`src/design/sfmi_pkg.sv`:
```
// ----------------------------------------------------------------------------
// sfmi_pkg
// Shared types and constants for the symmetric field map interpolator.
// ----------------------------------------------------------------------------
package sfmi_pkg;

  localparam int unsigned FRAC_BITS = 16;
  localparam int unsigned POS_BITS  = 32;
  localparam int unsigned DIV_BITS  = POS_BITS + FRAC_BITS;
  localparam int unsigned ACC_BITS  = 52;
  localparam logic [16:0] WEIGHT_ONE = 17'h10000;

  typedef enum logic [2:0] {
    CFG_GRID_X  = 3'd0,
    CFG_GRID_Y  = 3'd1,
    CFG_GRID_Z  = 3'd2,
    CFG_SPACE_X = 3'd3,
    CFG_SPACE_Y = 3'd4,
    CFG_SPACE_Z = 3'd5,
    CFG_FLIP_X  = 3'd6
  } cfg_index_e;

  typedef enum logic [1:0] {
    COMP_X = 2'd0,
    COMP_Y = 2'd1,
    COMP_Z = 2'd2
  } component_e;

  typedef enum logic [3:0] {
    ST_IDLE,
    ST_PREP,
    ST_LOAD,
    ST_DIV,
    ST_CHECK,
    ST_BASE,
    ST_C_ADDR,
    ST_C_READ,
    ST_C_MAC,
    ST_FINISH
  } state_e;

  typedef struct packed {
    logic       capture;
    logic       write;
    logic       prep;
    logic       div_load;
    logic       div_step;
    logic       check;
    logic       base;
    logic       c_addr;
    logic       c_read;
    logic       c_mac;
    logic       finish;
    logic [2:0] corner;
  } ctrl_cmd_t;

  typedef struct packed {
    logic in_map;
    logic out_free;
  } dp_status_t;

endpackage

```
`src/design/sfmi_ctrl.sv`:
```
// ----------------------------------------------------------------------------
// sfmi_ctrl
// Sequencer: query preparation, division steps, eight corner reads, finish.
// ----------------------------------------------------------------------------
module sfmi_ctrl (
  input  logic                   clk_i,
  input  logic                   rst_ni,
  input  logic                   in_valid_i,
  input  logic                   req_type_i,
  output logic                   in_stall_o,
  input  sfmi_pkg::dp_status_t   status_i,
  output sfmi_pkg::ctrl_cmd_t    cmd_o
);
  import sfmi_pkg::*;

  state_e     state_q, state_d;
  logic [5:0] div_cnt_q, div_cnt_d;
  logic [2:0] corner_q, corner_d;
  logic       accept;

  assign in_stall_o = (state_q != ST_IDLE);
  assign accept     = in_valid_i && (state_q == ST_IDLE);

  always_comb begin
    state_d   = state_q;
    div_cnt_d = div_cnt_q;
    corner_d  = corner_q;
    case (state_q)
      ST_IDLE:   if (accept && req_type_i) state_d = ST_PREP;
      ST_PREP:   state_d = ST_LOAD;
      ST_LOAD: begin
        state_d   = ST_DIV;
        div_cnt_d = '0;
      end
      ST_DIV: begin
        div_cnt_d = div_cnt_q + 6'd1;
        if (div_cnt_q == 6'(DIV_BITS - 1)) state_d = ST_CHECK;
      end
      ST_CHECK:  state_d = status_i.in_map ? ST_BASE : ST_FINISH;
      ST_BASE: begin
        state_d  = ST_C_ADDR;
        corner_d = '0;
      end
      ST_C_ADDR: state_d = ST_C_READ;
      ST_C_READ: state_d = ST_C_MAC;
      ST_C_MAC: begin
        corner_d = corner_q + 3'd1;
        state_d  = (corner_q == 3'd7) ? ST_FINISH : ST_C_ADDR;
      end
      ST_FINISH: if (status_i.out_free) state_d = ST_IDLE;
      default:   state_d = ST_IDLE;
    endcase
  end

  always_comb begin
    cmd_o          = '0;
    cmd_o.corner   = corner_q;
    cmd_o.capture  = accept && req_type_i;
    cmd_o.write    = accept && !req_type_i;
    cmd_o.prep     = (state_q == ST_PREP);
    cmd_o.div_load = (state_q == ST_LOAD);
    cmd_o.div_step = (state_q == ST_DIV);
    cmd_o.check    = (state_q == ST_CHECK);
    cmd_o.base     = (state_q == ST_BASE);
    cmd_o.c_addr   = (state_q == ST_C_ADDR);
    cmd_o.c_read   = (state_q == ST_C_READ);
    cmd_o.c_mac    = (state_q == ST_C_MAC);
    cmd_o.finish   = (state_q == ST_FINISH) && status_i.out_free;
  end

  always_ff @(posedge clk_i or negedge rst_ni) begin
    if (!rst_ni) begin
      state_q   <= ST_IDLE;
      div_cnt_q <= '0;
      corner_q  <= '0;
    end else begin
      state_q   <= state_d;
      div_cnt_q <= div_cnt_d;
      corner_q  <= corner_d;
    end
  end

endmodule

```
`config.mk`:
```
export PLATFORM = sky130hd
export DESIGN_NAME = sfmi_ctrl
export DESIGN_NICKNAME = d
export VERILOG_FILES = /design/src/design/sfmi_pkg.sv /design/src/design/sfmi_ctrl.sv
export SDC_FILE = /design/constraint.sdc
export NUM_CORES = 1
export LEC_CHECK = 0
export ABC_CLOCK_PERIOD_IN_PS = 1800
export BUFFER_PORTS_ARGS = -buffer_cell sky130_fd_sc_hd__buf_4
export CORE_MARGIN = 3
export CORE_UTILIZATION = 35
export DETAILED_ROUTE_END_ITERATION = 8
export RECOVER_POWER = 50
export SETUP_SLACK_MARGIN = 0.3
export SYNTH_ARGS = -nofsm -noshare
export SYNTH_HDL_FRONTEND = slang
export SYNTH_SLANG_ARGS = --single-unit
export TNS_END_PERCENT = 20
```
`constraint.sdc`:
```
create_clock -name clk_i -period 1.8 [get_ports clk_i]
set_input_delay 0 -clock clk_i [delete_from_list [all_inputs] [get_ports clk_i]]
set_output_delay 0 -clock clk_i [all_outputs]
set_load 0.02 [all_outputs]
```
==> metrics.yaml <==
clock_network:
  clock_path_buffers: 2
  path_clk_slew_ns: 0.09
  cts_tree: "yes"
  clock_latency_ns: 0.28
  cts_inserted_buffers: 3
  clockRootBuffer: "clkbuf_4"
  clkSinkCount: 13
  h-tree-depth: 1
yosys:
  syn_nets: 108
  ys_top_cells_by_area: "dfrtp_1 (36%), ha_1 (4.2%), nand2_1 (4.2%), a21oi_1 (3.3%), nor2_1 (3.3%)"
  synthArstFlopShare: 1.00
  netlist-cell-type-count: 40
  synth.top_cell.area_share: 0.360
  yosys_warnings: 0
  synth.largest_area_cell: "dfrtp_1"
  syn-instance-count: 99
  syn_area_sq_um: 903
  seq_area_frac_synth: 0.360
  yosys_register_bits: 13
  post_synth.cell_area_avg_sq_um: 9.12
  synth_commonest_cells: "dfrtp_1 (13), nand2_1 (10), nor2_1 (8)"
  synth-edff-count: 0
  synthFlopType: "dfrtp_1"
  synth_most_common_cell: "dfrtp_1"
min_path:
  worstHoldStart: "in_valid_i"
  hold_path_class: "input port to register"
  hold_depth: 4
  whs_endpoint: "state_q[0]$_DFFE_PN0P_"
sta:
  setup_viol: 0
  final.setup.worst_slack_ns: 0.177
  hold_violations: 0
  finClkSkew_ns: 0.00225
  period_share: 0.901
  post-route-min-period_ns: 1.62
  rsz0062_at_grt: "true"
  tightest_slew_ns: 0.745
  slew_headroom: 0.503
  setup_tns_ns: 0
  drv_slew: 0
  max_freq_mhz: 616
die:
  dieArea_sq_um: 3230
  ioPinCount: 21
  core_sq_um: 2320
  die_h_microns: 56.8
  die_width_microns: 56.8
  start_util: 0.390
  placementRows: 17
final_layout:
  syn2layout_area_growth_pct: 33.9
  nNetsFinal: 139
  final_util: 0.522
  drive_gt1_frac: 0.380
  antennaDiodeCount: 0
  final_area_sq_um: 1210
critical_path:
  start_kind: "register"
  ff2ff_setup_slack_ns: 0.18
  required_ns: 1.98
  cp.arrival_ns: 1.80
  crit_start: "state_q[0]$_DFFE_PN0P_"
  endpoint_kind: "register"
  path_max_fanout: 5
  crit_type: "register to register"
  rr_endpoint: "state_q[2]$_DFFE_PN0P_"
  timing.rr.start: "state_q[0]$_DFFE_PN0P_"
  ff2ff_path_depth: 4
drt:
  drt-pass1-iter-count: 4
  drt_iter0_drc: 14
  avgViaCountPerCell: 5.43
  drcViolationCount: 0
  routed_wl_microns: 2190
  vias: 852
  ant_nets: 0
  wl_per_cell_microns: 13.9
global_routing:
  grt_pass1_wl_microns: 3620
  grt_pass1_vias: 774
  antenna_found_initial: 0
  grt_util_all_layers: 0.140
  grt_max_degree: 14
  grt-ovfl-total: 0
power:
  vdd_drop_max_mv: 0.887
  leakagePower_nw: 0.535
  finalPower_mw: 1.91
  powerDensity_nw_per_um2: 1580
job:
  max-cap-violations: 0
placed_design:
  dpl-instance-area_sq_um: 1090
  dpl.hpwl_microns: 1570
  gp_congestion: 0.790
  port_buffers: 20
  place_ws_ns: 0.205
outcome:
  status: "complete, no violations"
## how the worst max path moves through the flow
stage | end | slack (ns) | cells after the start
6_report | state_q[2]$_DFFE_PN0P_ | 0.18 | 4
5_1_grt | state_q[2]$_DFFE_PN0P_ | 0.11 | 4
4_1_cts | cmd_o[13] | 0.21 | 4
3_5_place_dp | state_q[2]$_DFFE_PN0P_ | 0.21 | 4
3_3_place_gp | state_q[0]$_DFFE_PN0P_ | 0.23 | 4
2_1_floorplan | state_q[2]$_DFFE_PN0P_ | 0.28 | 5
## placed cells by master (no fill, tap or decap), types with 2 or more instances in the layout
cell,netlist,routed
o22ai_1,3,3
o21ai_0,2,2
dfrtp_1,13,8
nor3_1,4,4
and3_1,4,4
ha_1,3,2
buf_6,1,2
nand2_1,10,10
nand4b_1,2,2
nor2_1,8,8
buf_4,0,27
nor3b_1,4,4
nor2b_1,2,2
clkbuf_4,0,3
clkbuf_1,3,4
nand2b_4,1,3
dfrtp_2,0,5
inv_1,3,2
a21oi_1,6,6
o21a_1,2,2
o211ai_1,2,2
## area by class of cell
cell class                      count  area (sq um)
Timing Repair Buffer               34           250
Clock inverter                      1          5.00
Sequential cell                    13           332
Multi-Input combinational cell     74           546
Inverter                            4          20.0
Fill cell                         228          1110
Tap cell                           28          35.0
Clock buffer                        3          22.5
## worst max-delay path: stages, from the launching register on
cell and delay (ns):
dfrtp_1 0.47, or4b_1 0.62, clkinv_4 0.11, nand2b_4 0.06
a2111oi_4 0.26
## through the flow
| step | instances | hold WS, ns |
|---|---|---|
| finish | 157 | 0.0818 |
| floorplan | 99 | -0.296 |
| global route | 157 | 0.130 |
| global placement | 144 | -0.141 |
| CTS | 149 | 0.0756 |
| detailed placement | 144 | -0.141 |
## state kept, by name (all words and copies together), names as in the netlist
name / flops
div_cnt_q: 6
state_q: 4
corner_q: 3
## power breakdown
part           internal [mW]  switching [mW]  total [mW]  leakage [nW]
sequential             0.399           0.157       0.556         0.163
combinational          0.585           0.583        1.17         0.354
clock                 0.0824           0.106       0.189        0.0177
total                   1.07           0.847        1.91         0.535
## per-layer routing
| layer | up-vias | GRT usage | share of wire |
|---|---|---|---|
| met5 | - | 0 | 0 |
| met4 | 0 | 0.0199 | 0 |
| met3 | 0 | 0.0483 | 0.051 |
| met2 | 21 | 0.226 | 0.50 |
| met1 | 405 | 0.185 | 0.45 |
| li1 | 426 | - | - |
## what timing repair did
action,in CTS,in global routing
setup endpoints to repair,8,15
hold endpoints to repair,13,0
hold buffers,1,0
setup buffers,0,8
pin swaps,0,1
gates resized for setup,3,9
## cells by family (layout without fill, tap and decap cells)
family / count (synthesis) / after routing / share of synthesized area
buffers and inverters: 12 / 42 / 0.0679
adder cells (fa/ha/maj): 3 / 3 / 0.0416
flip-flops: 13 / 13 / 0.360
XOR/XNOR: 1 / 1 / 0.00970
AND/OR/NAND/NOR: 44 / 44 / 0.296
multiplexers: 1 / 1 / 0.0111
AO/OA/AOI/OAI: 25 / 25 / 0.213
(Power assumes the default switching activity.)
